===== src/design/thwg_pkg.sv =====
// Shared types and constants for the task heartbeat watchdog gate.
package thwg_pkg;

  localparam int unsigned TIME_W  = 32;
  localparam int unsigned CFG_W   = 16;
  localparam int unsigned CIDX_W  = 8;
  localparam int unsigned MASK_W  = 4;
  localparam int unsigned TASK_W  = 2;

  typedef enum logic [1:0] {
    OP_HEARTBEAT = 2'd0,
    OP_CHECK     = 2'd1,
    OP_RESTART   = 2'd2
  } op_e;

  // Configuration register indexes
  localparam logic [CIDX_W-1:0] REG_GRACE   = 8'd0;
  localparam logic [CIDX_W-1:0] REG_CH0_TMO = 8'd1;
  localparam logic [CIDX_W-1:0] REG_CH1_TMO = 8'd2;
  localparam logic [CIDX_W-1:0] REG_CH3_TMO = 8'd3;

  localparam logic [CFG_W-1:0] GRACE_RST   = 16'd3000;
  localparam logic [CFG_W-1:0] CH0_TMO_RST = 16'd250;
  localparam logic [CFG_W-1:0] CH1_TMO_RST = 16'd250;
  localparam logic [CFG_W-1:0] CH3_TMO_RST = 16'd1000;

  // Broadcast to every cell on each transfer
  typedef struct packed {
    logic              heartbeat;
    logic              restart;
    logic [TASK_W-1:0] task_index;
    logic [TIME_W-1:0] now;
  } cell_ctrl_t;

endpackage


===== src/design/thwg_if.sv =====
// Channel interfaces: input events, check results and configuration writes.
interface thwg_in_if;
  logic                       valid;
  logic                       ready;
  logic [1:0]                 operation;
  logic [thwg_pkg::TASK_W-1:0] task_index;
  logic [thwg_pkg::TIME_W-1:0] now_ms;
  modport source (output valid, output operation, output task_index, output now_ms,
                  input ready);
  modport sink   (input valid, input operation, input task_index, input now_ms,
                  output ready);
endinterface

interface thwg_out_if;
  logic                        valid;
  logic                        ready;
  logic                        refresh_granted;
  logic [thwg_pkg::MASK_W-1:0] stale_mask;
  logic                        recovered;
  logic                        fault_changed;
  modport source (output valid, output refresh_granted, output stale_mask,
                  output recovered, output fault_changed, input ready);
  modport sink   (input valid, input refresh_granted, input stale_mask,
                  input recovered, input fault_changed, output ready);
endinterface

interface thwg_cfg_if;
  logic                        valid;
  logic                        ready;
  logic [thwg_pkg::CIDX_W-1:0] index;
  logic [thwg_pkg::CFG_W-1:0]  data;
  modport source (output valid, output index, output data, input ready);
  modport sink   (input valid, input index, input data, output ready);
endinterface


===== src/design/thwg_cell.sv =====
// One task cell: holds the task's heartbeat time and adds its stale flag to the chain.
module thwg_cell #(
  parameter int unsigned IDX     = 0,
  parameter bit          CHECKED = 1'b0
) (
  input  logic                        clk_i,
  input  logic                        rst_ni,
  input  thwg_pkg::cell_ctrl_t        ctrl_i,
  input  logic [thwg_pkg::CFG_W-1:0]  timeout_i,
  input  logic [thwg_pkg::MASK_W-1:0] mask_i,
  output logic [thwg_pkg::MASK_W-1:0] mask_o
);

  logic [thwg_pkg::TIME_W-1:0] hb_q, hb_d;
  logic [thwg_pkg::TIME_W-1:0] age;
  logic                        hit;
  logic                        stale;

  assign hit = ctrl_i.heartbeat && (IDX < (1 << thwg_pkg::TASK_W)) &&
               (ctrl_i.task_index == thwg_pkg::TASK_W'(IDX));

  always_comb begin
    hb_d = hb_q;
    if (ctrl_i.restart || hit) begin
      hb_d = ctrl_i.now;
    end
  end

  always_ff @(posedge clk_i or negedge rst_ni) begin
    if (!rst_ni) begin
      hb_q <= '0;
    end else begin
      hb_q <= hb_d;
    end
  end

  // wrapping age against the stored time
  assign age   = ctrl_i.now - hb_q;
  assign stale = age > thwg_pkg::TIME_W'(timeout_i);

  assign mask_o = mask_i |
                  (thwg_pkg::MASK_W'(CHECKED && stale) << IDX);

endmodule


===== src/design/task_heartbeat_watchdog_gate.sv =====
// Top level of the task heartbeat watchdog gate: config, cell chain and result register.
//
// Usage:
//   in_ch_i  carries events: operation (heartbeat, check, restart), task_index, now_ms.
//   out_ch_o carries one result per check: refresh_granted, stale_mask,
//            recovered, fault_changed. Heartbeat, restart and unused codes give none.
//   cfg_i    writes grace window and per-task timeouts; always ready, index past
//            the list is dropped. Write only while the block is idle.
// Latency: a check's result is valid the cycle after its transfer.
// Throughput: one event per cycle. Each task's timestamp lives in its own cell;
//   the cells hand a stale mask down the row in the same cycle, so the next
//   event sees every update. The rate is set by the single output register:
//   an event is taken when that register is empty or is drained in the same cycle.
// Stall: while the receiver holds off, the result stays in the output register
//   and input ready drops until it is taken.
// Reset: timestamps, supervision start and fault mask clear to zero, registers
//   return to defaults (grace 3000, timeouts 250, 250, 1000), no result pending.
module task_heartbeat_watchdog_gate #(
  parameter int unsigned NUM_TASKS = 4
) (
  input  logic       clk_i,
  input  logic       rst_ni,
  thwg_in_if.sink    in_ch_i,
  thwg_out_if.source out_ch_o,
  thwg_cfg_if.sink   cfg_i
);

  localparam int unsigned MW = thwg_pkg::MASK_W;
  localparam int unsigned TW = thwg_pkg::TIME_W;
  localparam int unsigned CW = thwg_pkg::CFG_W;

  // configuration registers
  logic [CW-1:0] grace_q, ch0_tmo_q, ch1_tmo_q, ch3_tmo_q;

  assign cfg_i.ready = 1'b1;

  always_ff @(posedge clk_i or negedge rst_ni) begin
    if (!rst_ni) begin
      grace_q   <= thwg_pkg::GRACE_RST;
      ch0_tmo_q <= thwg_pkg::CH0_TMO_RST;
      ch1_tmo_q <= thwg_pkg::CH1_TMO_RST;
      ch3_tmo_q <= thwg_pkg::CH3_TMO_RST;
    end else if (cfg_i.valid) begin
      unique case (cfg_i.index)
        thwg_pkg::REG_GRACE:   grace_q   <= cfg_i.data;
        thwg_pkg::REG_CH0_TMO: ch0_tmo_q <= cfg_i.data;
        thwg_pkg::REG_CH1_TMO: ch1_tmo_q <= cfg_i.data;
        thwg_pkg::REG_CH3_TMO: ch3_tmo_q <= cfg_i.data;
        default: ;  // unknown index: dropped
      endcase
    end
  end

  // input transfer and decode
  logic               out_valid_q, out_valid_d;
  logic               in_fire;
  logic               is_check;
  logic               is_restart;
  thwg_pkg::cell_ctrl_t ctrl;

  assign in_ch_i.ready = !out_valid_q || out_ch_o.ready;
  assign in_fire       = in_ch_i.valid && in_ch_i.ready;
  assign is_check      = in_fire && (in_ch_i.operation == thwg_pkg::OP_CHECK);
  assign is_restart    = in_fire && (in_ch_i.operation == thwg_pkg::OP_RESTART);

  assign ctrl.heartbeat  = in_fire && (in_ch_i.operation == thwg_pkg::OP_HEARTBEAT);
  assign ctrl.restart    = is_restart;
  assign ctrl.task_index = in_ch_i.task_index;
  assign ctrl.now        = in_ch_i.now_ms;

  // row of task cells; mask accumulates from cell 0 onward
  logic [MW-1:0] chain [NUM_TASKS+1];
  assign chain[0] = '0;

  for (genvar k = 0; k < NUM_TASKS; k++) begin : g_cell
    // only tasks 0, 1 and 3 are supervised
    localparam bit CHK = (k == 0) || (k == 1) || (k == 3);
    logic [CW-1:0] tmo;
    assign tmo = (k == 0) ? ch0_tmo_q :
                 (k == 1) ? ch1_tmo_q :
                 (k == 3) ? ch3_tmo_q : '0;

    thwg_cell #(
      .IDX     (k),
      .CHECKED (CHK)
    ) u_cell (
      .clk_i     (clk_i),
      .rst_ni    (rst_ni),
      .ctrl_i    (ctrl),
      .timeout_i (tmo),
      .mask_i    (chain[k]),
      .mask_o    (chain[k+1])
    );
  end

  // supervision state
  logic [TW-1:0] start_q, start_d;
  logic [MW-1:0] last_mask_q, last_mask_d;
  logic          in_grace;
  logic [TW-1:0] since_start;

  assign since_start = in_ch_i.now_ms - start_q;
  assign in_grace    = since_start < TW'(grace_q);

  // check evaluation
  logic [MW-1:0] mask;
  logic          granted;
  logic          recovered;
  logic          changed;

  always_comb begin
    mask        = in_grace ? '0 : chain[NUM_TASKS];
    granted     = (mask == '0);
    recovered   = 1'b0;
    changed     = 1'b0;
    start_d     = start_q;
    last_mask_d = last_mask_q;
    if (is_restart) begin
      start_d     = in_ch_i.now_ms;
      last_mask_d = '0;
    end else if (is_check) begin
      if (granted) begin
        recovered   = (last_mask_q != '0);
        last_mask_d = '0;
      end else if (mask != last_mask_q) begin
        changed     = 1'b1;
        last_mask_d = mask;
      end
    end
  end

  // result register
  logic          granted_q;
  logic [MW-1:0] mask_q;
  logic          recovered_q;
  logic          changed_q;

  always_comb begin
    out_valid_d = out_valid_q;
    if (out_ch_o.ready) begin
      out_valid_d = 1'b0;
    end
    if (is_check) begin
      out_valid_d = 1'b1;
    end
  end

  always_ff @(posedge clk_i or negedge rst_ni) begin
    if (!rst_ni) begin
      out_valid_q <= 1'b0;
      start_q     <= '0;
      last_mask_q <= '0;
    end else begin
      out_valid_q <= out_valid_d;
      start_q     <= start_d;
      last_mask_q <= last_mask_d;
    end
  end

  // payload: loaded only on a check transfer
  always_ff @(posedge clk_i) begin
    if (is_check) begin
      granted_q   <= granted;
      mask_q      <= mask;
      recovered_q <= recovered;
      changed_q   <= changed;
    end
  end

  assign out_ch_o.valid           = out_valid_q;
  assign out_ch_o.refresh_granted = granted_q;
  assign out_ch_o.stale_mask      = mask_q;
  assign out_ch_o.recovered       = recovered_q;
  assign out_ch_o.fault_changed   = changed_q;

endmodule

===== src/flat_wrapper.sv =====
// flat-port wrapper written by rule: the top's interface ports become plain ports
module task_heartbeat_watchdog_gate_flat 
#(
  parameter int unsigned NUM_TASKS = 4
)
  (clk_i, rst_ni, in_ch_i_valid, in_ch_i_operation, in_ch_i_task_index, in_ch_i_now_ms, in_ch_i_ready, out_ch_o_valid, out_ch_o_refresh_granted, out_ch_o_stale_mask, out_ch_o_recovered, out_ch_o_fault_changed, out_ch_o_ready, cfg_i_valid, cfg_i_index, cfg_i_data, cfg_i_ready);
  thwg_in_if in_ch_i_i ();
  thwg_out_if out_ch_o_i ();
  thwg_cfg_if cfg_i_i ();
  input  logic clk_i;
  input  logic rst_ni;
  input wire logic [$bits(in_ch_i_i.valid)-1:0] in_ch_i_valid;
  input wire logic [$bits(in_ch_i_i.operation)-1:0] in_ch_i_operation;
  input wire logic [$bits(in_ch_i_i.task_index)-1:0] in_ch_i_task_index;
  input wire logic [$bits(in_ch_i_i.now_ms)-1:0] in_ch_i_now_ms;
  output wire logic [$bits(in_ch_i_i.ready)-1:0] in_ch_i_ready;
  output wire logic [$bits(out_ch_o_i.valid)-1:0] out_ch_o_valid;
  output wire logic [$bits(out_ch_o_i.refresh_granted)-1:0] out_ch_o_refresh_granted;
  output wire logic [$bits(out_ch_o_i.stale_mask)-1:0] out_ch_o_stale_mask;
  output wire logic [$bits(out_ch_o_i.recovered)-1:0] out_ch_o_recovered;
  output wire logic [$bits(out_ch_o_i.fault_changed)-1:0] out_ch_o_fault_changed;
  input wire logic [$bits(out_ch_o_i.ready)-1:0] out_ch_o_ready;
  input wire logic [$bits(cfg_i_i.valid)-1:0] cfg_i_valid;
  input wire logic [$bits(cfg_i_i.index)-1:0] cfg_i_index;
  input wire logic [$bits(cfg_i_i.data)-1:0] cfg_i_data;
  output wire logic [$bits(cfg_i_i.ready)-1:0] cfg_i_ready;
  assign in_ch_i_i.valid = in_ch_i_valid;
  assign in_ch_i_i.operation = in_ch_i_operation;
  assign in_ch_i_i.task_index = in_ch_i_task_index;
  assign in_ch_i_i.now_ms = in_ch_i_now_ms;
  assign in_ch_i_ready = in_ch_i_i.ready;
  assign out_ch_o_valid = out_ch_o_i.valid;
  assign out_ch_o_refresh_granted = out_ch_o_i.refresh_granted;
  assign out_ch_o_stale_mask = out_ch_o_i.stale_mask;
  assign out_ch_o_recovered = out_ch_o_i.recovered;
  assign out_ch_o_fault_changed = out_ch_o_i.fault_changed;
  assign out_ch_o_i.ready = out_ch_o_ready;
  assign cfg_i_i.valid = cfg_i_valid;
  assign cfg_i_i.index = cfg_i_index;
  assign cfg_i_i.data = cfg_i_data;
  assign cfg_i_ready = cfg_i_i.ready;
  task_heartbeat_watchdog_gate #(.NUM_TASKS(NUM_TASKS)) u_core (.clk_i(clk_i), .rst_ni(rst_ni), .in_ch_i(in_ch_i_i), .out_ch_o(out_ch_o_i), .cfg_i(cfg_i_i));
endmodule

===== config.mk =====
export PLATFORM = sky130hd
export DESIGN_NAME = task_heartbeat_watchdog_gate_flat
export DESIGN_NICKNAME = d
export VERILOG_FILES = /design/src/design/thwg_pkg.sv /design/src/design/thwg_if.sv /design/src/design/thwg_cell.sv /design/src/design/task_heartbeat_watchdog_gate.sv /design/src/flat_wrapper.sv
export SDC_FILE = /design/constraint.sdc
export NUM_CORES = 1
export LEC_CHECK = 0
export BUFFER_PORTS_ARGS = -buffer_cell sky130_fd_sc_hd__buf_4
export CAP_MARGIN = 20
export CORE_ASPECT_RATIO = 1.2
export CORE_MARGIN = 2
export CORE_UTILIZATION = 64
export DETAILED_ROUTE_END_ITERATION = 10
export PLACE_DENSITY = 0.91
export SKIP_CTS_REPAIR_TIMING = 1
export SLEW_MARGIN = 10
export SYNTH_ARGS = -nofsm -noshare
export SYNTH_HDL_FRONTEND = slang
export SYNTH_SLANG_ARGS = --single-unit

===== constraint.sdc =====
create_clock -name clk_i -period 6.4 [get_ports clk_i]
set_clock_uncertainty 0.15 [all_clocks]
set_input_delay 0.64 -clock clk_i [delete_from_list [all_inputs] [get_ports clk_i]]
set_output_delay 0.64 -clock clk_i [all_outputs]
set_load 0.03 [all_outputs]

=== Word-level counts from Yosys, hierarchy flattened ===
Cells that the tools add are included.

* Bits in registers: 204
* Input bits: 65
* Output and inout port bits: 10
* Word-level logic and storage cells: 68

* Add/subtract/negate cells: 4
* $lt $le $gt $ge: 4
* Equality and inequality tests: 8
* Muxes and demuxes: 8
* Bitwise gates (word level): 3
* Reductions and logical operators: 27

{| class="wikitable"
|+ Operators with widths
! cell !! number
|-
| 32-bit subtractor || 4
|-
| 32-bit by 16-bit greater-than comparator with 1-bit output || 3
|-
| 32-bit by 16-bit less-than comparator with 1-bit output || 1
|-
| 4-bit 2-to-1 mux || 5
|-
| 8-bit by 2-bit == test with 1-bit output (second input constant) || 2
|-
| 2-bit AND reduction || 5
|-
| 8-bit by 1-bit == test with 1-bit output (second input constant) || 1
|-
| 8-bit logical NOT || 1
|-
| 1-bit logical AND || 7
|-
| 2-bit by 1-bit == test with 1-bit output (second input constant) || 2
|-
| 2-bit == test (second input constant) || 2
|-
| 2-bit logical NOT || 2
|-
| 4-bit logical NOT || 1
|-
| 1-bit logical OR || 4
|-
| 4-bit != test || 1
|-
| 4-bit OR || 1
|-
| 2-bit nonzero test || 2
|-
| 4-bit nonzero test || 1
|-
| 2-bit OR reduction || 2
|-
| 1-bit 2-to-1 mux || 3
|-
| 3-bit nonzero test || 1
|-
| 1-bit by 2-bit OR with 2-bit output || 1
|-
| 1-bit logical NOT || 1
|-
| 1-bit inverter || 1
|}

=== Longest topological paths before layout ===
Gate-level depths: netlist of run 1.

* Word-level depth: 10
* Mapped depth: 23
* Gate-level depth less buffers: 23

=== By module ===
From an unflattened synthesis of run 1, not the netlist that was laid out.

* Cell total of the unflattened synthesis: 2033
* Area, all modules: 17868.4 µm²

{| class="wikitable"
|+ Modules (own cells, without submodules)
! module !! instances !! cells each !! area each (µm²) !! seq. area each (µm²)
|-
| task_heartbeat_watchdog_gate || 1 || 695 || 6607.6 || 2768.9
|-
| thwg_cell (u_core.g_cell[1].u_cell) || 1 || 449 || 3762.4 || 800.8
|-
| thwg_cell (u_core.g_cell[0].u_cell) || 1 || 449 || 3761.1 || 800.8
|-
| thwg_cell (u_core.g_cell[3].u_cell) || 1 || 436 || 3707.3 || 800.8
|-
| thwg_cell (u_core.g_cell[2].u_cell) || 1 || 4 || 30.0 || 0.0
|}

=== Worst setup path after synthesis of run 1 ===
No wires, ideal clock.

* Kind: input port to flip-flop
* Start: input port in_ch_i_now_ms[0]
* End: register u_core.changed_q, in the netlist u_core.out_ch_o.fault_changed (data pin)
* Setup time: 269 ps
* Arrival: 4676 ps
* Data required time: 5981 ps
* Setup slack: 1304 ps
* Cell stages on the path: 21
* Buffers on the path: 0
* Path through: inv_1 > ha_1 > inv_1 > fa_1 > a211o_1 > a211oi_1 > o21ai_0 > a21oi_1 > xnor2_1 > ha_1 > nand4_1 > or4_1 > nor3_1 > o21ai_0 > nor4_1 > nand4_1 > nor4_1 > a41oi_2 > or3_4 > nand2_1 > a31oi_1

* Elaborated cells between the ends (all ways): 15
* Classes of those cells: 4 x add/sub; 4 x order compare; 1 x eq/ne; 2 x mux; 2 x bitwise; 2 x reduce/logical

{| class="wikitable"
|+ RTL lines
! element !! line !! text
|-
| start: declaration || flat_wrapper.sv:15 || <nowiki>input wire logic [$bits(in_ch_i_i.now_ms)-1:0] in_ch_i_now_ms;</nowiki>
|-
| 32-bit subtractor || thwg_cell.sv:38 || <nowiki>assign age = ctrl_i.now - hb_q;</nowiki>
|-
| 32-bit by 16-bit greater-than comparator with 1-bit output || thwg_cell.sv:39 || <nowiki>assign stale = age > thwg_pkg::TIME_W'(timeout_i);</nowiki>
|-
| 4-bit OR || thwg_cell.sv:41 || <nowiki>assign mask_o = mask_i |</nowiki>
|-
| 4-bit 2-to-1 mux * || task_heartbeat_watchdog_gate.sv:112 || <nowiki>mask = in_grace ? '0 : chain[NUM_TASKS];</nowiki>
|-
| via u_core.mask[3] || task_heartbeat_watchdog_gate.sv:106 || <nowiki>logic [MW-1:0] mask;</nowiki>
|-
| 4-bit != test or 4-bit logical NOT (tied branches) || task_heartbeat_watchdog_gate.sv:125, task_heartbeat_watchdog_gate.sv:113 ||
|-
| 1-bit 2-to-1 mux or 2-bit OR reduction (tied branches) || -- ||
|-
| end signal: assignment || task_heartbeat_watchdog_gate.sv:166 || <nowiki>changed_q <= changed;</nowiki>
|-
| end: declaration || task_heartbeat_watchdog_gate.sv:136 || <nowiki>logic changed_q;</nowiki>
|}

The timed path passes the listed nets; every way through them passes the cells marked *.
A chain may end at the register's enable or synchronous reset.

=== Worst setup path after layout of run 1 ===
Same ends and word-level chain as after synthesis.

==> results of run 1 <==
[metal layers]
layer	share of wire (%)	vias up	global-route usage, %
li1	-	7004	-
met1	38	7267	39.0
met2	50	677	60.0
met3	7.1	191	4.01
met4	5.3	0	16.7
met5	0	-	0
[metrics by stage]
stage                     total power [W]  hold slack [ns]  cell area [µm²]  worst slack, ns
after floorplan                   0.00378            0.194            16900             1.30
after global placement            0.00438            0.321            17700            0.512
after detailed placement          0.00450            0.331            17700            0.428
after CTS                         0.00612           0.0369            18600            0.915
after global routing              0.00656           0.0705            18700            0.569
final                             0.00618         -0.00552            18700            0.817
[path summary, 6_finish.rpt]
kind                                                     to  slack [ns]
max                           u_core.out_ch_o.fault_changed        0.82
min reg2reg                 u_core.g_cell[1].u_cell.hb_q[0]        0.35
min in group clk_i          u_core.g_cell[3].u_cell.hb_q[0]        0.19
min                         u_core.g_cell[3].u_cell.hb_q[4]      -0.006
max in group asynchronous  u_core.g_cell[1].u_cell.hb_q[24]        4.84
max reg2reg                   u_core.out_ch_o.fault_changed        0.85
[power by group]
group	internal (W)	switching, W	total, W
Sequential	0.00148	0.0000990	0.00158
Combinational	0.00123	0.00179	0.00302
Clock	0.000993	0.000587	0.00158
[synthesized netlist by cell type (28+ instances only)]
library cell and number:
o21ai_0 132, a21o_1 38, nand2_1 181, clkbuf_1 42, xor2_1 41, dfrtp_1 171
inv_1 206, nor3_1 28, mux2_2 142, a21oi_1 166, ha_1 187, o21a_1 30
nor2_1 87, nand4_1 46, xnor2_1 62
[cells by family (layout without fill, tap and decap cells)]
| kind of cell | Yosys count | count (layout) | synth area share (%) |
|---|---|---|---|
| compound gates | 547 | 547 | 20.7 |
| other cells | 2 | 2 | 0.0444 |
| simple gates | 471 | 471 | 13.6 |
| fa+ha+maj | 191 | 191 | 14.3 |
| flops | 202 | 202 | 30.2 |
| buf+inv | 270 | 330 | 6.18 |
| xor+xnor | 103 | 103 | 5.33 |
| mux | 145 | 145 | 9.63 |
[final cells by class]
class	instances	share of cell area (%)
Multi-Input combinational cell	1459	57.8
Sequential cell	202	27.4
Inverter	207	4.17
Clock buffer	30	3.61
Timing Repair Buffer	79	3.35
Tap cell	335	2.25
Clock inverter	14	1.36
[registers in the layout, indices dropped and copies added, names as in the netlist, 3 cells and up]
name and count:
u_core.last_mask_q 3, u_core.grace_q 16, u_core.start_q 32, u_core.out_ch_o.stale_mask 3, u_core.g_cell.u_cell.hb_q 96, u_core.ch3_tmo_q 16, u_core.ch0_tmo_q 16, u_core.ch1_tmo_q 16
==> impl_metrics.csv, run 1 <==
group,metric,value,unit
cells_and_area,fin_nets,2229,
sta,rsz0062_at_grt,"no",
yosys,syn-num-nets,2187,
floorplan,start_util,64.6,%
worst_setup_path,crit_start,"in_ch_i_now_ms[0]",
routing,routed_wl,47000,µm
yosys,ys_ff_latch,202,
yosys,yosys.area.top_type,"dfrtp_1",
worst_setup_path,critical_path.top_delay_family,"simple AND/OR/NAND/NOR gates",
routing,initialDrtViolationCount,1200,
outcome,violations,"negative hold slack",
grt,grt_pass1_wl,75400,µm
cts,clock-sinks,202,
sta,tightestPinTransition,0.925,ns
routing,drc_errors,0,
cts,clk_latency,0.54,ns
yosys,async_flop_share,97.0,%
floorplan,die-area,27800,µm²
cells_and_area,nFillCells,1949,
yosys,synthesis.area_per_instance,8.76,µm²
worst_setup_path,cp.required,6.51,ns
yosys,synth_cell_types,90,
sta,min_period_over_period,87.2,%
routing,vias,15139,
cells_and_area,diodes,0,
grt,grt_usage,33.2,%
place,place_inst,2281,
yosys,synthCells,1931,
worst_setup_path,path_max_fanout,7,
routing,detail_route.wl_per_cell,20.2,µm
yosys,synth_edf_count,6,
sta,fmax,0.179,GHz
grt,antenna_found_initial,0,
sta,tns,0,ns
power,ir_worst_vdd,0.222,mV
cells_and_area,final_common_cell,"inv_1",
cts,cts_buffers,24,
floorplan,fp-row-count,65,
worst_setup_path,reg2reg_depth,20,
cells_and_area,post-route-util,71.2,%
routing,drtAntennaViolNets,0,
worst_setup_path,crit_path_max_incr_delay,0.44,ns
worst_setup_path,critPathLaunchType,"input pin",
grt,first_global_vias,15402,
place,gp_congestion,0.980,
yosys,netlist.area_leader.share,25.3,%
cells_and_area,drive_gt1_share,16.5,%
cts,clockRootBuffer,"clkbuf_16",
routing,via_per_inst,6.51,
worst_setup_path,endpoint_kind,"register",
outcome,status,"complete, but fails checks",
power,p_per_area,331,nW/µm²
floorplan,coreArea,26200,µm²
worst_setup_path,cp.arrival,5.69,ns
cells_and_area,fin_cells,2326,
job,maxCapViolCount,0,
cells_and_area,multi_input_area,10800,µm²
cells_and_area,layout_common_cells,"inv_1, ha_1, nand2_1",
yosys,ys.flop_type,"dfrtp_1",
yosys,synthesis.area,16900,µm²
floorplan,die_x,152,µm
sta,finalHoldViolCount,2,
worst_setup_path,critical_path_depth,22,
worst_setup_path,crit_buf_inv,3,
yosys,ys_seq_area_share,30.2,%
sta,setup_viol,0,
power,p_leak,8.49,nW
worst_setup_path,cpMaxStageDelayCell,"or4_1",
sta,period_minus_slack,5.58,ns
grt,grt-ovfl-total,0,
cells_and_area,area_growth,10.3,%
worst_setup_path,critical_path_class,"input pin to register",
floorplan,io_pins,75,
sta,worst_slew_margin_rel,38.1,%
place,hpwl,35100,µm
routing,dr.pass1.iters,5,
worst_setup_path,r2r_start,"u_core.g_cell[1].u_cell.hb_q[0]",
cts,clockBufferDepth,3,
cts,clkTransAtPathRegs,0.06,ns
sta,holdWs,-0.00552,ns
floorplan,die_h,182,µm
cts,h-tree-depth,1,
min_path,hp-class,"input pin to async pin",
worst_setup_path,worstPathCellList,"buf_4, inv_1, ha_1, inv_1, fa_1, a211o_1, a211oi_1, o21ai_0, a21oi_1, xnor2_1, ha_1, nand4_1, or4_1, nor3_1, o21ai_0, nor4_1, nand4_1, nor4_1, a41oi_2, or3_4, nand2_1, a31oi_1",
grt,grt_max_degree,90,
cts,cts_tree,"yes",
yosys,yosysWarnings,0,
place,placement.io_buffers,72,
sta,finalMaxSlewViolations,0,
yosys,netlist_top_cells_area,"dfrtp_1, ha_1, mux2_2",
cells_and_area,regArea,5120,µm²
No activity file was read; power rests on OpenSTA's default activity.
==> inputs of run 2 (changes only) <==
--- a/config.mk
+++ b/config.mk
@@ -5,6 +5,7 @@
 export SDC_FILE = /design/constraint.sdc
 export NUM_CORES = 1
 export LEC_CHECK = 0
+export ABC_AREA = 1
 export BUFFER_PORTS_ARGS = -buffer_cell sky130_fd_sc_hd__buf_4
 export CAP_MARGIN = 20
 export CORE_ASPECT_RATIO = 1.2
==> impl_metrics.csv, run 2 <==
group,metric,value,unit
sta,setup_viol,0,
power,p_seq_share,24.9,%
sta,tns,0,ns
cells_and_area,final_common_cell,"nand2_1",
yosys,netlist_top_cells_area,"dfrtp_1, nand2_1, ha_1",
cells_and_area,fin_cells,3492,
cells_and_area,drive_gt1_share,6.15,%
yosys,async_flop_share,97.0,%
worst_setup_path,path_max_fanout,4,
yosys,synth_cell_types,41,
floorplan,die_x,160,µm
place,hpwl,46500,µm
routing,via_per_inst,5.58,
routing,routed_wl,59300,µm
sta,fmax,0.239,GHz
cells_and_area,post-route-util,71.2,%
floorplan,io_pins,75,
cts,cts_tree,"yes",
sta,finalMaxSlewViolations,0,
job,maxCapViolCount,0,
grt,grt_usage,38.5,%
cells_and_area,fin_nets,3346,
cts,cts_buffers,23,
yosys,synthCells,3026,
cells_and_area,largest-register,"u_core.g_cell.u_cell.hb_q",
cells_and_area,diodes,0,
sta,period_minus_slack,4.19,ns
power,p_per_area,301,nW/µm²
yosys,yosysMostFrequentCell,"nand2_1",
grt,first_global_vias,19498,
power,p_clk_share,23.6,%
yosys,synth_edf_count,6,
yosys,synth_commonest_cells,"nand2_1, inv_1, nor2_1",
yosys,ys_ff_latch,202,
power,p_leak,11.4,nW
routing,dr.pass1.iters,7,
place,place_inst,3447,
yosys,ys_seq_area_share,27.3,%
sta,worst_slew_margin_rel,30.4,%
min_path,hp-class,"input pin to register",
outcome,status,"finished, final reports clean",
cells_and_area,regArea,5120,µm²
cells_and_area,multi_input_area,11200,µm²
yosys,ys.flop_type,"dfrtp_1",
cells_and_area,top_regs,"u_core.g_cell.u_cell.hb_q (96), u_core.start_q (32)",
power,ir_worst_vdd,0.273,mV
yosys,yosysWarnings,0,
sta,tightestPinTransition,1.04,ns
yosys,syn-num-nets,3282,
sta,finalHoldViolCount,0,
floorplan,die-area,30700,µm²
worst_setup_path,critical_path_class,"register to register",
cts,clockRootBuffer,"clkbuf_16",
power,p_sw,0.00277,W
floorplan,coreArea,28800,µm²
yosys,synthesis.area,18800,µm²
cts,clockBufferDepth,3,
cells_and_area,area_growth,9.47,%
grt,antenna_found_initial,0,
worst_setup_path,critPathLaunchType,"register",
routing,drtAntennaViolNets,0,
worst_setup_path,cp.required,6.68,ns
yosys,yosys.area.top_type,"dfrtp_1",
floorplan,die_h,192,µm
sta,min_period_over_period,65.5,%
cts,clk_latency,0.57,ns
yosys,synthesis.area_per_instance,6.20,µm²
grt,grt_max_degree,86,
routing,drc_errors,0,
yosys,netlist.area_leader.share,22.8,%
cts,clock-sinks,202,
power,p_int,0.00341,W
grt,grt_pass1_wl,93900,µm
grt,grt-ovfl-total,0,
cells_and_area,nFillCells,2495,
floorplan,fp-row-count,68,
routing,detail_route.wl_per_cell,17.0,µm
power,power_switching_share,44.8,%
routing,vias,19482,
cts,h-tree-depth,1,
worst_setup_path,cp.arrival,4.47,ns
routing,initialDrtViolationCount,1511,
floorplan,start_util,65.0,%
place,gp_congestion,0.958,
cells_and_area,largest_reg_flops,96,
place,placement.io_buffers,72,
worst_setup_path,reg2reg_slack,2.21,ns
sta,rsz0062_at_grt,"no",
power,combinationalPowerShare,51.5,%
cells_and_area,layout_common_cells,"nand2_1, inv_1, nor2_1",
worst_setup_path,endpoint_kind,"register",
cts,clkTransAtPathRegs,0.07,ns
## run 2: cell types whose count changed after synthesis, moves of 34 or more
| cell | delta |
|---|---|
| a21o_1 | -34 |
| mux2_2 | -142 |
| nand2_1 | +898 |
| o21ai_0 | +86 |
| nand3_1 | +115 |
| a21oi_1 | -39 |
| inv_1 | +386 |
| xnor2_1 | -58 |
| nor2_1 | +144 |
## run 2: power groups by stage
stage | Clock (W) | Combinational [W] | Sequential (W)
2_1_floorplan | 0 | 0.00226 | 0.00154
3_3_place_gp | 0 | 0.00297 | 0.00155
3_5_place_dp | 0 | 0.00307 | 0.00156
4_1_cts | 0.00145 | 0.00311 | 0.00154
5_1_grt | 0.00150 | 0.00358 | 0.00156
6_report | 0.00146 | 0.00318 | 0.00154
## run 2: per-stage QoR
step | total power (W) | hold slack, ns | setup slack, ns | instance area, µm²
5_1_grt | 0.00663 | 0.266 | 1.84 | 20500
3_5_place_dp | 0.00463 | 0.326 | 1.82 | 19700
6_report | 0.00618 | 0.254 | 2.21 | 20500
2_1_floorplan | 0.00380 | 0.194 | 2.50 | 18800
3_3_place_gp | 0.00452 | 0.317 | 1.96 | 19700
4_1_cts | 0.00611 | -0.0736 | 2.27 | 20500
## run 2: worst paths after layout
kind	from	to	cells past startpoint
max in group asynchronous	rst_ni	u_core.g_cell[1].u_cell.hb_q[28]	4
worst max register to register	u_core.g_cell[1].u_cell.hb_q[0]	u_core.last_mask_q[3]	26
worst min register to register	u_core.ch3_tmo_q[11]	u_core.ch3_tmo_q[11]	2
min in group asynchronous	rst_ni	u_core.grace_q[1]	2
worst min-delay path	out_ch_o_ready	u_core.out_ch_o.valid	4
worst max-delay path	u_core.g_cell[1].u_cell.hb_q[0]	u_core.last_mask_q[3]	26
## run 2: per-layer routing
| layer | wire, µm | up-vias | GRT usage (%) | share of wire, % |
|---|---|---|---|---|
| met5 | 0 | - | 0 | 0 |
| met4 | 3830 | 0 | 23.8 | 6.5 |
| met3 | 3120 | 234 | 3.51 | 5.3 |
| met2 | 30300 | 755 | 71.8 | 51 |
| met1 | 22100 | 9022 | 42.3 | 37 |
| li1 | - | 9471 | - | - |
## run 2: final cells by class
type                    count  share of cell area, %
multi-input cells        2178                   54.6
flip-flops and latches    202                   24.9
inverters                 606                   11.1
clock buffers              32                   3.21
repair buffers             79                   3.09
well taps                 385                   2.35
clock inverters            10                  0.725
## run 2: kinds of logic (layout without fill, tap and decap cells)
| logic type | after synthesis | after routing | synth area share, % |
|---|---|---|---|
| compound gates | 370 | 370 | 10.2 |
| fa+ha+maj | 191 | 191 | 12.9 |
| xor+xnor | 60 | 60 | 2.80 |
| other cells | 2 | 2 | 0.0400 |
| simple gates | 1555 | 1555 | 33.8 |
| flops | 202 | 202 | 27.3 |
| buf+inv | 646 | 727 | 13.0 |
## run 2: critical path, cell delays in order (launching register included)
cell and delay [ns]:
dfrtp_1 0.40, ha_1 0.22, fa_1 0.48, nor2_1 0.17, o21ai_0 0.09, nand2_1 0.17, nand2_1 0.08, nand2_1 0.16
xor2_1 0.11, ha_1 0.29, nand4_1 0.14, nor2_1 0.17, nand3_1 0.10, nand2_1 0.17, nand3_1 0.10, nor2_1 0.09
nand2_1 0.05, nor2_1 0.08, nand2_1 0.13, nand2_2 0.14, nand3_2 0.12, nand2_2 0.10, inv_2 0.06, nand3_4 0.07
nand2_2 0.07, nand2_1 0.07, nand2_1 0.05
==> inputs of run 3 (changes only) <==
==> constraint.sdc (replaced) <==
create_clock -name clk_i -period 3.9 [get_ports clk_i]
set_clock_uncertainty 0.15 [all_clocks]
set_input_delay 0.39 -clock clk_i [delete_from_list [all_inputs] [get_ports clk_i]]
set_output_delay 0.39 -clock clk_i [all_outputs]
set_load 0.03 [all_outputs]
==> impl_metrics.csv, run 3 (same netlist as run 2, synthesis figures left out) <==
group,metric,value,unit
floorplan,die-area,30700,µm²
grt,first_global_vias,20364,
worst_setup_path,crit_path_max_incr_delay,0.39,ns
min_path,worstHoldStart,"out_ch_o_ready",
place,hpwl,47600,µm
cells_and_area,fin_nets,3524,
outcome,violations,"negative hold slack, negative setup slack",
sta,finalMaxSlewViolations,0,
floorplan,die_x,160,µm
sta,fmax,0.251,GHz
routing,vias,20956,
cts,clockBufferDepth,3,
floorplan,io_pins,75,
power,p_seq_share,22.9,%
place,gp_congestion,0.991,
cells_and_area,drive_gt1_share,14.6,%
sta,tns,-0.258,ns
job,maxCapViolCount,0,
cts,clkTransAtPathRegs,0.07,ns
grt,grt-ovfl-total,0,
grt,grt_usage,39.8,%
outcome,status,"complete, but fails checks",
cts,h-tree-depth,1,
worst_setup_path,crit_buf_inv,3,
sta,period_minus_slack,3.99,ns
worst_setup_path,endpoint_kind,"register",
routing,drc_errors,0,
cts,clockRootBuffer,"clkbuf_16",
sta,holdWs,-0.00299,ns
routing,via_per_inst,5.71,
grt,antenna_found_initial,1,
sta,tightestPinTransition,1.07,ns
worst_setup_path,critical_path.top_delay_family,"simple AND/OR/NAND/NOR gates",
worst_setup_path,cp.arrival,4.26,ns
worst_setup_path,crit_top_cell,"nand2_4",
worst_setup_path,cpMaxStageDelayCell,"nor2_1",
sta,setup_viol,4,
sta,finalHoldViolCount,1,
worst_setup_path,cp.required,4.17,ns
power,p_int,0.00611,W
routing,routed_wl,65400,µm
floorplan,coreArea,28800,µm²
cts,cts_buffers,24,
worst_setup_path,critPathLaunchType,"register",
grt,grt_max_degree,88,
place,placement.io_buffers,72,
worst_setup_path,crit_start,"u_core.start_q[6]",
worst_setup_path,worstPathCellList,"inv_1, ha_1, nand2_1, nor2_1, nand3_1, nand3_2, xor2_1, ha_1, a21oi_1, nor2_1, a211oi_1, a21oi_1, buf_4, nor3_2, nand2_4, nand2_4, nand3_4, nand2_4, inv_2, nand3_4, nand2_4, nand2_1, nand2_1",
power,p_clk_share,20.6,%
cells_and_area,nFillCells,2047,
cells_and_area,largest_reg_flops,96,
cells_and_area,layout_common_cells,"nand2_1, inv_1, buf_4",
routing,drtAntennaViolNets,0,
place,place_ws,-0.258,ns
cts,clk_latency,0.56,ns
cts,cts_tree,"yes",
cells_and_area,area_growth,19.9,%
floorplan,start_util,65.0,%
sta,worst_slew_margin_rel,28.6,%
worst_setup_path,path_max_fanout,6,
power,combinationalPowerShare,56.5,%
sta,min_period_over_period,102,%
cts,clock-sinks,202,
floorplan,fp-row-count,68,
floorplan,die_h,192,µm
sta,setup_ws,-0.0872,ns
routing,dr.pass1.iters,6,
worst_setup_path,critical_path_class,"register to register",
cells_and_area,top_regs,"u_core.g_cell.u_cell.hb_q (96), u_core.start_q (32)",
cells_and_area,final_common_cell,"nand2_1",
cells_and_area,fin_area,22500,µm²
min_path,hp-class,"input pin to register",
power,ir_worst_vdd,0.475,mV
cells_and_area,largest-register,"u_core.g_cell.u_cell.hb_q",
power,p_leak,12.3,nW
cells_and_area,fin_cells,3672,
place,place_inst,3615,
power,p_sw,0.00499,W
grt,grt_pass1_wl,97100,µm
worst_setup_path,r2r_start,"u_core.start_q[6]",
place,placed_area,21000,µm²
power,power_switching_share,45.0,%
routing,initialDrtViolationCount,2102,
sta,rsz0062_at_grt,"yes",
routing,detail_route.wl_per_cell,17.8,µm
power,p_per_area,494,nW/µm²
[run 3: cell count changes in the layout (fill, tap and decap cells not counted), sizes merged]
cell,previous run,this run
clkbuf,33,36
dlygate4sd3,1,4
clkinv,7,8
buf,77,251
bufinv,3,1
diode,0,1
[run 3: stage by stage]
step                util, %  power [W]  hold slack, ns
finish                 78.0     0.0111        -0.00299
global route           77.9     0.0118          0.0236
CTS                    75.4     0.0105          -0.267
detailed placement     72.8    0.00817           0.309
global placement       72.8    0.00796           0.302
floorplan                 -    0.00623         -0.0556
[run 3: path summary, 6_finish.rpt]
check | slack, ns | cells past startpoint | end
min in group asynchronous | 0.27 | 2 | u_core.start_q[6]
worst max-delay path | -0.09 | 23 | u_core.last_mask_q[3]
worst min register to register | 0.34 | 2 | u_core.ch1_tmo_q[1]
worst min-delay path | -0.003 | 4 | u_core.out_ch_o.valid
worst max register to register | -0.09 | 23 | u_core.last_mask_q[3]
max in group asynchronous | 2.28 | 3 | u_core.g_cell[3].u_cell.hb_q[31]
[run 3: layout make-up]
cell class | count | area (µm²) | area share, %
repair buffers | 256 | 2000 | 8.91
clock buffers | 35 | 682 | 3.03
flip-flops and latches | 202 | 5120 | 22.8
well taps | 385 | 482 | 2.14
multi-input cells | 2178 | 11800 | 52.6
clock inverters | 9 | 90.1 | 0.401
inverters | 606 | 2270 | 10.1
diodes | 1 | 2.50 | 0.0111
[run 3: per-layer routing]
metal  vias to the layer above  track usage, %  routed length (µm)
met5                         -               0                  39
met4                         2            28.1                5400
met3                       421            4.40                4980
met2                      1156            73.6               32500
met1                      9533            42.4               22500
li1                       9844               -                   -
[run 3: power groups by stage]
stage | Combinational [W] | Sequential (W) | Clock, W
3_3_place_gp | 0.00541 | 0.00255 | 0
2_1_floorplan | 0.00370 | 0.00253 | 0
6_report | 0.00628 | 0.00254 | 0.00229
3_5_place_dp | 0.00560 | 0.00256 | 0
5_1_grt | 0.00691 | 0.00256 | 0.00235
4_1_cts | 0.00571 | 0.00253 | 0.00227
[run 3: worst register-to-register path, delay by kind of cell, from the launching register on]
family	cells	cell delay [ns]
XOR/XNOR	1	0.19
flip-flops	1	0.34
adder cells (fa/ha/maj)	2	0.62
buffers and inverters	3	0.27
AO/OA/AOI/OAI	3	0.46
AND/OR/NAND/NOR	14	1.82
